[config.mk]
export PLATFORM = sky130hd
export DESIGN_NAME = tcw_front
export DESIGN_NICKNAME = d
export VERILOG_FILES = /design/src/rtl/tcw_pkg.sv /design/src/rtl/tcw_front.sv
export SDC_FILE = /design/constraint.sdc
export NUM_CORES = 1
export LEC_CHECK = 0
export ABC_AREA = 1
export BUFFER_PORTS_ARGS = -buffer_cell sky130_fd_sc_hd__buf_2
export CAP_MARGIN = 30
export CORE_MARGIN = 3
export CORE_UTILIZATION = 28
export CTS_BUF_LIST = sky130_fd_sc_hd__clkbuf_8
export DETAILED_ROUTE_END_ITERATION = 7
export SLEW_MARGIN = 10
export SYNTH_ARGS = -nofsm -noshare
export SYNTH_HDL_FRONTEND = slang
export SYNTH_SLANG_ARGS = --single-unit
export TNS_END_PERCENT = 10
[constraint.sdc]
create_clock -name clk -period 4.05 [get_ports clk]
set_input_delay 0.81 -clock clk [delete_from_list [all_inputs] [get_ports clk]]
set_output_delay 0.81 -clock clk [all_outputs]
set_load 0.01 [all_outputs]
[src/rtl/tcw_pkg.sv]
// Shared types and constants for the text console character writer.
// Holds command and operation codes, the queue entry type and the sequencer states.
// No dependencies.
package tcw_pkg;

	localparam int COLUMNS_DEF  = 80;
	localparam int ROWS_DEF     = 25;
	localparam int TAB_STOP_DEF = 8;

	localparam int QUEUE_DEPTH = 2;

	localparam int IN_W  = 24;
	localparam int OUT_W = 40;

	localparam logic [7:0] SPACE_CODE = 8'h20;
	localparam logic [7:0] BS_CODE    = 8'h08;
	localparam logic [7:0] TAB_CODE   = 8'h09;
	localparam logic [7:0] LF_CODE    = 8'h0A;
	localparam logic [7:0] CR_CODE    = 8'h0D;

	localparam logic [7:0]  ATTR_RESET  = 8'h07;
	localparam logic [15:0] BLANK_RESET = 16'h0720;

	typedef enum logic [1:0] {
		CMD_PUT   = 2'd0,
		CMD_CLEAR = 2'd1,
		CMD_READ  = 2'd2,
		CMD_NOP   = 2'd3
	} cmd_t;

	typedef enum logic [2:0] {
		K_PRINT,
		K_BS,
		K_TAB,
		K_CR,
		K_LF,
		K_SKIP,
		K_CLEAR,
		K_READ
	} kind_t;

	typedef struct packed {
		kind_t       kind;
		logic [7:0]  char_code;
		logic [10:0] cell_addr;
	} op_t;

	typedef enum logic [3:0] {
		ST_INIT,
		ST_IDLE,
		ST_ADDR,
		ST_EXEC,
		ST_READ,
		ST_READ_DATA,
		ST_SCROLL_COPY,
		ST_SCROLL_DRAIN,
		ST_SCROLL_BLANK,
		ST_CLEAR,
		ST_DONE
	} state_t;

endpackage

[src/rtl/tcw_front.sv]
// Input stage: accepts items, decodes command and control bytes into an operation.
// Depends on tcw_pkg.
module tcw_front (
	input  logic                     clk,
	input  logic                     arst_n,
	input  logic                     enable,
	input  logic                     s_axis_tvalid,
	output logic                     s_axis_tready,
	input  logic [tcw_pkg::IN_W-1:0] s_axis_tdata,
	output tcw_pkg::op_t             op,
	output logic                     op_valid,
	input  logic                     op_ready
);
	import tcw_pkg::*;

	logic [1:0]  cmd;
	logic [7:0]  ch;
	logic [10:0] addr;
	op_t         op_c;
	op_t         op_s1;
	logic        valid_s1;

	assign cmd  = s_axis_tdata[1:0];
	assign ch   = s_axis_tdata[9:2];
	assign addr = s_axis_tdata[20:10];

	always_comb begin
		op_c.char_code = ch;
		op_c.cell_addr = addr;
		op_c.kind      = K_SKIP;
		case (cmd_t'(cmd))
			CMD_PUT: begin
				if (ch == BS_CODE) begin
					op_c.kind = K_BS;
				end else if (ch == TAB_CODE) begin
					op_c.kind = K_TAB;
				end else if (ch == CR_CODE) begin
					op_c.kind = K_CR;
				end else if (ch == LF_CODE) begin
					op_c.kind = K_LF;
				end else if (ch >= SPACE_CODE) begin
					op_c.kind = K_PRINT;
				end else begin
					op_c.kind = K_SKIP;
				end
			end
			CMD_CLEAR: op_c.kind = K_CLEAR;
			CMD_READ:  op_c.kind = K_READ;
			default:   op_c.kind = K_SKIP;
		endcase
	end

	assign s_axis_tready = enable && (!valid_s1 || op_ready);

	always_ff @(posedge clk or negedge arst_n) begin
		if (!arst_n) begin
			valid_s1 <= 1'b0;
		end else if (s_axis_tready) begin
			valid_s1 <= s_axis_tvalid;
		end else if (op_ready) begin
			valid_s1 <= 1'b0;
		end
	end

	always_ff @(posedge clk) begin
		if (s_axis_tready && s_axis_tvalid) begin
			op_s1 <= op_c;
		end
	end

	assign op       = op_s1;
	assign op_valid = valid_s1;

endmodule

==> flow_summary.json <==
{
  "arrival_ns": 1.27,
  "syn_area_um2": 870,
  "synth_area_per_cell_um2": 14.5,
  "num_vias": 620,
  "layout-drive-gt1-share": 0.500,
  "grtUsageTotal": 0.0891,
  "yosysTopAreaCell": "edfxtp_1",
  "wl_per_cell_um": 11.4,
  "gp_congestion": 0.662,
  "cts-resized-gates": 0,
  "syn_to_final_growth_pct": 39.3,
  "grt_start_max_net_pins": 23,
  "dp.cells": 141,
  "pwr-share-comb": 0.108,
  "antenna_found_initial": 0,
  "power_frac_seq": 0.607,
  "finalSetupViolCount": 0,
  "async_reset_ff_frac": 0.0435,
  "nNetsFinal": 146,
  "placeableCoreArea_mm2": 0.00285,
  "max_freq_mhz": 482,
  "start_util": 0.305,
  "tightest_slew_ns": 0.271,
  "viasPerCell": 4.28,
  "dr.pass1.iters": 3,
  "grt_overflow": 0,
  "leakagePower_nw": 0.554,
  "drt_iter0_markers": 21,
  "fin_util": 0.425,
  "synth_edf_count": 22,
  "crit_type": "in2out",
  "die_area_mm2": 0.00381,
  "switching_share": 0.203,
  "root_buffer": "clkbuf_8",
  "clk_latency_ns": 0.25,
  "rows": 19,
  "fin_skew_ns": 0.00196,
  "antennaDiodeCount": 0,
  "p_sw_mw": 0.0922,
  "cts_sinks": 23,
  "hpwl_um": 1360,
  "drv_cap": 0,
  "cts_tree": "yes",
  "yosys.cell_count.top_type": "edfxtp_1",
  "syn-instance-count": 60,
  "fin_crit_ns": 2.08,
  "syn_nets": 91,
  "cts.hold.buffers_added": 0,
  "cts_buffer_depth": 2,
  "grt_first_pass_wirelength_um": 2360,
  "final-hold-violation-count": 0,
  "status": "finished, final reports clean",
  "die_h_um": 61.7,
  "endpoint_kind": "output port",
  "drtAntennaViolNets": 0,
  "htree_num_levels": 1,
  "finalWorstSetupSlack_ns": 1.97,
  "seq_area_frac_synth": 0.788,
  "numCtsBuffers": 3,
  "crit_required_ns": 3.24,
  "powerDensity_mw_per_mm2": 376,
  "place_area_mm2": 0.00117,
  "route.detailed.drc": 0,
  "portBuffers": 49,
  "cp_cell_sequence": "buf_2, nor2_1, nor2_1, buf_2",
  "slowest_stage": "nor2_1",
  "crit_buf_inv": 2,
  "stdcell_count": 145,
  "yosys-top-cells-count": "edfxtp_1, inv_1, nand2_1",
  "critPathTopFamily": "buffers and inverters",
  "power_frac_clock": 0.285,
  "cts_setup_buffers": 0,
  "cp-start-kind": "primary input",
  "max_stage_delay_ns": 0.16,
  "synth_seq_cells": 23,
  "power.internal_mw": 0.363,
  "fin_area_mm2": 0.00121,
  "chipWidth_um": 61.7,
  "place_ws_ns": 1.97,
  "hold_class": "in2async",
  "netlist_top_cells_area": "edfxtp_1, inv_1, nand2_1, dfrtp_1, ha_1",
  "vdd_drop_max_uv": 117,
  "clk_pin_slew_ns": 0.07,
  "drv_slew": 0,
  "drt_wl_total_um": 1650,
  "rsz0062_at_grt": "no",
  "yosysWarnings": 0,
  "slew_headroom": 0.820,
  "synth_ff_type": "edfxtp_1",
  "ioPinCount": 53,
  "yosysTopAreaCellShare": 0.760,
  "finalSetupTns_ns": 0,
  "fin_crit_sh": 0.513,
  "ys_types": 15,
  "crit_fanout": 2,
  "grt_pass1_vias": 582
}
## worst paths after layout
kind	startpoint	endpoint	slack, ns	depth (start not counted)
worst max-delay path	op_ready	s_axis_tready	1.97	4
worst min-delay path	arst_n	op_valid	0.32	1
worst max register to register	op_valid	op[0]	2.82	4
worst min register to register	op_valid	op_valid	0.57	2
max in group asynchronous	arst_n	op_valid	3.65	1
min in group clk	op_valid	op_valid	0.57	2
## through the flow
stage	hold WS (ns)	power (mW)
floorplan	0.514	0.304
global placement	0.544	0.330
detailed placement	0.572	0.332
CTS	0.309	0.462
global route	0.305	0.475
finish	0.318	0.455
## registers in the layout, indices dropped and copies added, names as in the netlist
signal	count
op	22
op_valid	1
## power by group through the flow
stage	logic [mW]	registers [mW]	clock network (mW)
final	0.0490	0.276	0.130
after global routing	0.0554	0.277	0.143
after CTS	0.0502	0.276	0.135
after floorplan	0.0156	0.288	0
after detailed placement	0.0500	0.282	0
after global placement	0.0485	0.281	0
## worst reg2reg max path, stage by stage, from the launching register on
cell and delay [ns]:
dfrtp_1 0.38, inv_1 0.07, nor2_1 0.06, nor3_2 0.10
buf_4 0.30
## layout by cell type (no fill, tap or decap)
| master | count |
|---|---|
| o22ai_1 | 1 |
| edfxtp_1 | 22 |
| nor2_1 | 5 |
| a21oi_2 | 1 |
| inv_1 | 13 |
| clkbuf_8 | 3 |
| ha_1 | 2 |
| a21oi_1 | 1 |
| nand4_1 | 1 |
| nor2_4 | 1 |
| buf_2 | 49 |
| o21ai_1 | 1 |
| nand2_1 | 7 |
| nor2_2 | 1 |
| nor3_2 | 1 |
| buf_4 | 1 |
| nand3_1 | 3 |
| dfrtp_1 | 1 |
## area by class of cell
cell class	instances	area [um2]
inverters	12	45.0
flip-flops and latches	23	686
repair buffers	50	253
well taps	31	38.8
fillers	283	1640
clock inverters	1	3.75
clock buffers	3	41.3
multi-input cells	25	144
## routing by layer
metal	vias up	GRT usage	wire length, um
met5	-	0	0
met4	0	0.0818	52
met3	4	0.0289	252
met2	37	0.160	754
met1	270	0.0766	591
li1	309	-	-
## cells by family (layout without fill, tap and decap cells)
logic type,Yosys count,count (layout),share of synthesized area
buffers and inverters,12,66,0.0518
AND/OR/NAND/NOR,19,19,0.102
AO/OA/AOI/OAI,4,4,0.0288
flip-flops,23,23,0.788
adder cells (fa/ha/maj),2,2,0.0288
No activity file was read; power rests on OpenSTA's default activity.
