`src/rtl/tcw_pkg.sv`:
```
// Shared types and constants for the text console character writer.
// Holds command and operation codes, the queue entry type and the sequencer states.
// No dependencies.
package tcw_pkg;

	localparam int COLUMNS_DEF  = 80;
	localparam int ROWS_DEF     = 25;
	localparam int TAB_STOP_DEF = 8;

	localparam int QUEUE_DEPTH = 2;

	localparam int IN_W  = 24;
	localparam int OUT_W = 40;

	localparam logic [7:0] SPACE_CODE = 8'h20;
	localparam logic [7:0] BS_CODE    = 8'h08;
	localparam logic [7:0] TAB_CODE   = 8'h09;
	localparam logic [7:0] LF_CODE    = 8'h0A;
	localparam logic [7:0] CR_CODE    = 8'h0D;

	localparam logic [7:0]  ATTR_RESET  = 8'h07;
	localparam logic [15:0] BLANK_RESET = 16'h0720;

	typedef enum logic [1:0] {
		CMD_PUT   = 2'd0,
		CMD_CLEAR = 2'd1,
		CMD_READ  = 2'd2,
		CMD_NOP   = 2'd3
	} cmd_t;

	typedef enum logic [2:0] {
		K_PRINT,
		K_BS,
		K_TAB,
		K_CR,
		K_LF,
		K_SKIP,
		K_CLEAR,
		K_READ
	} kind_t;

	typedef struct packed {
		kind_t       kind;
		logic [7:0]  char_code;
		logic [10:0] cell_addr;
	} op_t;

	typedef enum logic [3:0] {
		ST_INIT,
		ST_IDLE,
		ST_ADDR,
		ST_EXEC,
		ST_READ,
		ST_READ_DATA,
		ST_SCROLL_COPY,
		ST_SCROLL_DRAIN,
		ST_SCROLL_BLANK,
		ST_CLEAR,
		ST_DONE
	} state_t;

endpackage

```
`src/rtl/tcw_queue.sv`:
```
// Short operation queue between the decode stage and the cell sequencer.
// Depends on tcw_pkg for the entry type.
module tcw_queue #(
	parameter int DEPTH = tcw_pkg::QUEUE_DEPTH
) (
	input  logic         clk,
	input  logic         arst_n,
	input  tcw_pkg::op_t in_data,
	input  logic         in_valid,
	output logic         in_ready,
	output tcw_pkg::op_t out_data,
	output logic         out_valid,
	input  logic         out_ready
);
	import tcw_pkg::*;

	localparam int PW = (DEPTH > 1) ? $clog2(DEPTH) : 1;
	localparam int NW = $clog2(DEPTH + 1);

	op_t           entries_q [DEPTH];
	logic [PW-1:0] wr_ptr_q;
	logic [PW-1:0] rd_ptr_q;
	logic [NW-1:0] count_q;
	logic          push;
	logic          pop;

	assign in_ready  = (count_q != NW'(DEPTH));
	assign out_valid = (count_q != '0);
	assign push      = in_valid && in_ready;
	assign pop       = out_valid && out_ready;
	assign out_data  = entries_q[rd_ptr_q];

	always_ff @(posedge clk or negedge arst_n) begin
		if (!arst_n) begin
			wr_ptr_q <= '0;
			rd_ptr_q <= '0;
			count_q  <= '0;
		end else begin
			if (push) begin
				wr_ptr_q <= (wr_ptr_q == PW'(DEPTH - 1)) ? '0 : wr_ptr_q + PW'(1);
			end
			if (pop) begin
				rd_ptr_q <= (rd_ptr_q == PW'(DEPTH - 1)) ? '0 : rd_ptr_q + PW'(1);
			end
			if (push && !pop) begin
				count_q <= count_q + NW'(1);
			end else if (pop && !push) begin
				count_q <= count_q - NW'(1);
			end
		end
	end

	always_ff @(posedge clk) begin
		if (push) begin
			entries_q[wr_ptr_q] <= in_data;
		end
	end

endmodule

```
`config.mk`:
```
export PLATFORM = sky130hd
export DESIGN_NAME = tcw_queue
export DESIGN_NICKNAME = d
export VERILOG_FILES = /design/src/rtl/tcw_pkg.sv /design/src/rtl/tcw_queue.sv
export SDC_FILE = /design/constraint.sdc
export NUM_CORES = 1
export LEC_CHECK = 0
export ABC_CLOCK_PERIOD_IN_PS = 2600
export BUFFER_PORTS_ARGS = -buffer_cell sky130_fd_sc_hd__buf_4
export CAP_MARGIN = 20
export CORE_MARGIN = 2
export CORE_UTILIZATION = 40
export CTS_CLUSTER_SIZE = 10
export DETAILED_ROUTE_END_ITERATION = 7
export PLACE_DENSITY = 0.64
export SYNTH_ARGS = -nofsm -noshare
export SYNTH_HDL_FRONTEND = slang
export SYNTH_SLANG_ARGS = --single-unit
```
`constraint.sdc`:
```
create_clock -name clk -period 2.6 [get_ports clk]
set_input_delay 0 -clock clk [delete_from_list [all_inputs] [get_ports clk]]
set_output_delay 0 -clock clk [all_outputs]
set_load 0.05 [all_outputs]
```
==> flow_summary.toml <==
[clocking]
cts_sinks = 48
cts_resized = 0
postCtsSetupRepairBufs = 0
clk_pin_slew_ns = 0.08
cts_tree = "built"
insertion_delay_ns = 0.29
numCtsBuffers = 5
root_buffer = "clkbuf_8"
h-tree-depth = 2
clk_path_buf_depth = 2
cts.hold.buffers_added = 24

[logic_synthesis]
synth.distinct_cells = 14
synth-edff-count = 44
seq_area_frac_synth_pct = 79.5
yosysTopAreaCell = "edfxtp_1"
syn-cell-area_mm2 = 0.00179
synth_area_leaders = "edfxtp_1 74%, mux2_2 14%, dfrtp_1 5.6%, xnor2_1 1.5%, buf_6 1.3%"
synth_warnings = 0
syn_area_per_cell_um2 = 20.8
synthCells = 86
synth-seq-cells = 48
synthFlopType = "edfxtp_1"
yosysMostFrequentCell = "edfxtp_1"
syn-num-nets = 113
synth_top_area_share_pct = 73.9
asyncSetResetFlopFracSynth_pct = 8.33
synth.top_cells.by_count = "44 x edfxtp_1, 22 x mux2_2, 4 x dfrtp_1"

[placement]
port_buffers = 49
place_hpwl_mm = 2.06
gp_congestion = 0.713

[timing]
period_share_pct = 63.8
fin_skew_ns = 0.00616
finalHoldViolCount = 0
fin_tns_setup_ns = 0
slew_headroom_pct = 74.9
period_minus_slack_ns = 1.66
grt_setup_unrepaired = "false"
worst_pin_slew_ns = 0.376
setup_violations = 0
whs_ns = 0.0381
fmax_mhz = 603
maxSlewViolCount = 0

[global_routing]
grt_pass1_wl_mm = 4.89
grt_max_degree = 21
first_global_vias = 1102
grtUsageTotal_pct = 12.8
antenna_found_initial = 0
overflow = 0

[worst_setup_path]
reg2reg_slack_ns = 0.94
endpoint_kind = "flop"
path_buf_inv = 1
cpLargestDelayFamily = "simple AND/OR/NAND/NOR gates"
worstPathCellList = "nand2b_1 > nand2_1 > nor2_2 > buf_4"
start_kind = "flop"
r2r-start = "count_q[0]$_DFFE_PN0P_"
arrival_ns = 1.64
ff2ff_path_depth = 4
crit_type = "flop to flop"
slowest_stage = "dfrtp_1"
cpPeakStageDelay_ns = 0.42
worstPathRequired_ns = 2.58
cp_max_fo = 16
r2r-end = "entries_q[0][17]$_DFFE_PP_"

[job]
max_cap_violations = 0

[routing]
detail-route-antenna-nets = 0
routedWlPerCell_um = 13.8
drt_iter0_drc = 42
via_per_inst = 4.56
drc = 0
vias = 1004
drt_wl_total_mm = 3.04
firstDrtPassIters = 4

[hold_path]
hold_path.class = "primary input to asynchronous set/reset pin"

[power_and_ir_drop]
p_leak_nw = 0.998
powerDensity_mw_per_mm2 = 1200
p_comb_share_pct = 46.8
power.share.clock_pct = 16.6
swShare_pct = 39.9
p_int_mw = 1.85
power_frac_seq_pct = 36.6
p_switching_mw = 1.23
p_total_mw = 3.08
ir_drop_uv = 723

[finish]
synthToLayoutAreaGrowth_pct = 43.8
n_antenna_cell = 0
drive_gt1_share_pct = 49.4
postLayoutCoreUtil_pct = 59.5
nets = 194

[floorplanning]
ios = 50
num_rows = 24
core_mm2 = 0.00432
die_h_um = 70.9
start_util_pct = 41.3
die_w_um = 70.9
dieArea_mm2 = 0.00502

[status]
status = "finished clean"
power by group through the flow:
| stage | Combinational, mW | Sequential (mW) | Clock (mW) |
|---|---|---|---|
| after floorplan | 1.05 | 1.13 | 0 |
| after global placement | 1.41 | 1.13 | 0 |
| after detailed placement | 1.42 | 1.14 | 0 |
| after CTS | 1.46 | 1.13 | 0.523 |
| after global routing | 1.51 | 1.14 | 0.549 |
| final | 1.44 | 1.13 | 0.512 |
cell families (layout without fill, tap and decap cells):
logic type	after synthesis	count (layout)	share of synthesized area (%)
buffers and inverters	3	85	1.47
AND/OR/NAND/NOR	7	7	2.03
multiplexers	22	22	13.9
XOR/XNOR	5	5	2.45
adder cells (fa/ha/maj)	1	1	0.700
flip-flops	48	48	79.5
cell type report:
type	instances	area, um2
Multi-Input combinational cell	35	343
Tap cell	52	65.1
Fill cell	330	1750
Clock buffer	6	72.6
Clock inverter	2	35.0
Sequential cell	48	1420
Inverter	1	3.75
Timing Repair Buffer	76	631
state kept, by name, summed over array words and instances (netlist names):
register,cells
wr_ptr_q,1
entries_q,44
count_q,2
rd_ptr_q,1
cells in the final DEF (no fill, tap or decap):
cell           netlist  final
mux2_2              22     22
dlygate4sd3_1        0     24
nand2b_1             1      1
nand2_2              1      1
dfrtp_1              4      4
clkbuf_1             0      1
nor2_2               0      1
ha_1                 1      1
edfxtp_1            44     44
nand2_1              1      1
or2_1                1      1
xor2_1               2      2
inv_1                1      1
clkbuf_8             0      5
bufinv_16            0      1
and3_1               1      1
buf_4                0     52
clkinv_2             0      1
xnor2_1              3      3
nor2_1               2      1
worst max path at each step:
stage	slack, ns	startpoint	to	cells after the start
final	0.94	count_q[0]$_DFFE_PN0P_	entries_q[0][17]$_DFFE_PP_	4
after detailed placement	0.92	count_q[0]$_DFFE_PN0P_	entries_q[0][0]$_DFFE_PP_	4
after floorplan	0.19	count_q[0]$_DFFE_PN0P_	entries_q[0][0]$_DFFE_PP_	3
after global placement	1.04	count_q[0]$_DFFE_PN0P_	entries_q[0][5]$_DFFE_PP_	4
after CTS	0.90	count_q[0]$_DFFE_PN0P_	entries_q[0][0]$_DFFE_PP_	4
after global routing	0.81	count_q[0]$_DFFE_PN0P_	entries_q[0][9]$_DFFE_PP_	4
stage by stage:
| stage | cells | worst slack, ns | area [um2] |
|---|---|---|---|
| floorplan | 86 | 0.187 | 1790 |
| global placement | 188 | 1.04 | 2220 |
| detailed placement | 188 | 0.917 | 2220 |
| CTS | 220 | 0.903 | 2570 |
| global route | 220 | 0.812 | 2570 |
| finish | 220 | 0.942 | 2570 |
metal layers:
layer | part of all wire (%) | wire length, um | track usage [%]
met4 | 0.89 | 27 | 3.14
met5 | 0 | 0 | 0
met3 | 8.6 | 261 | 5.41
met2 | 45 | 1380 | 20.5
met1 | 45 | 1370 | 16.3
No activity file was read; power rests on OpenSTA's default activity.
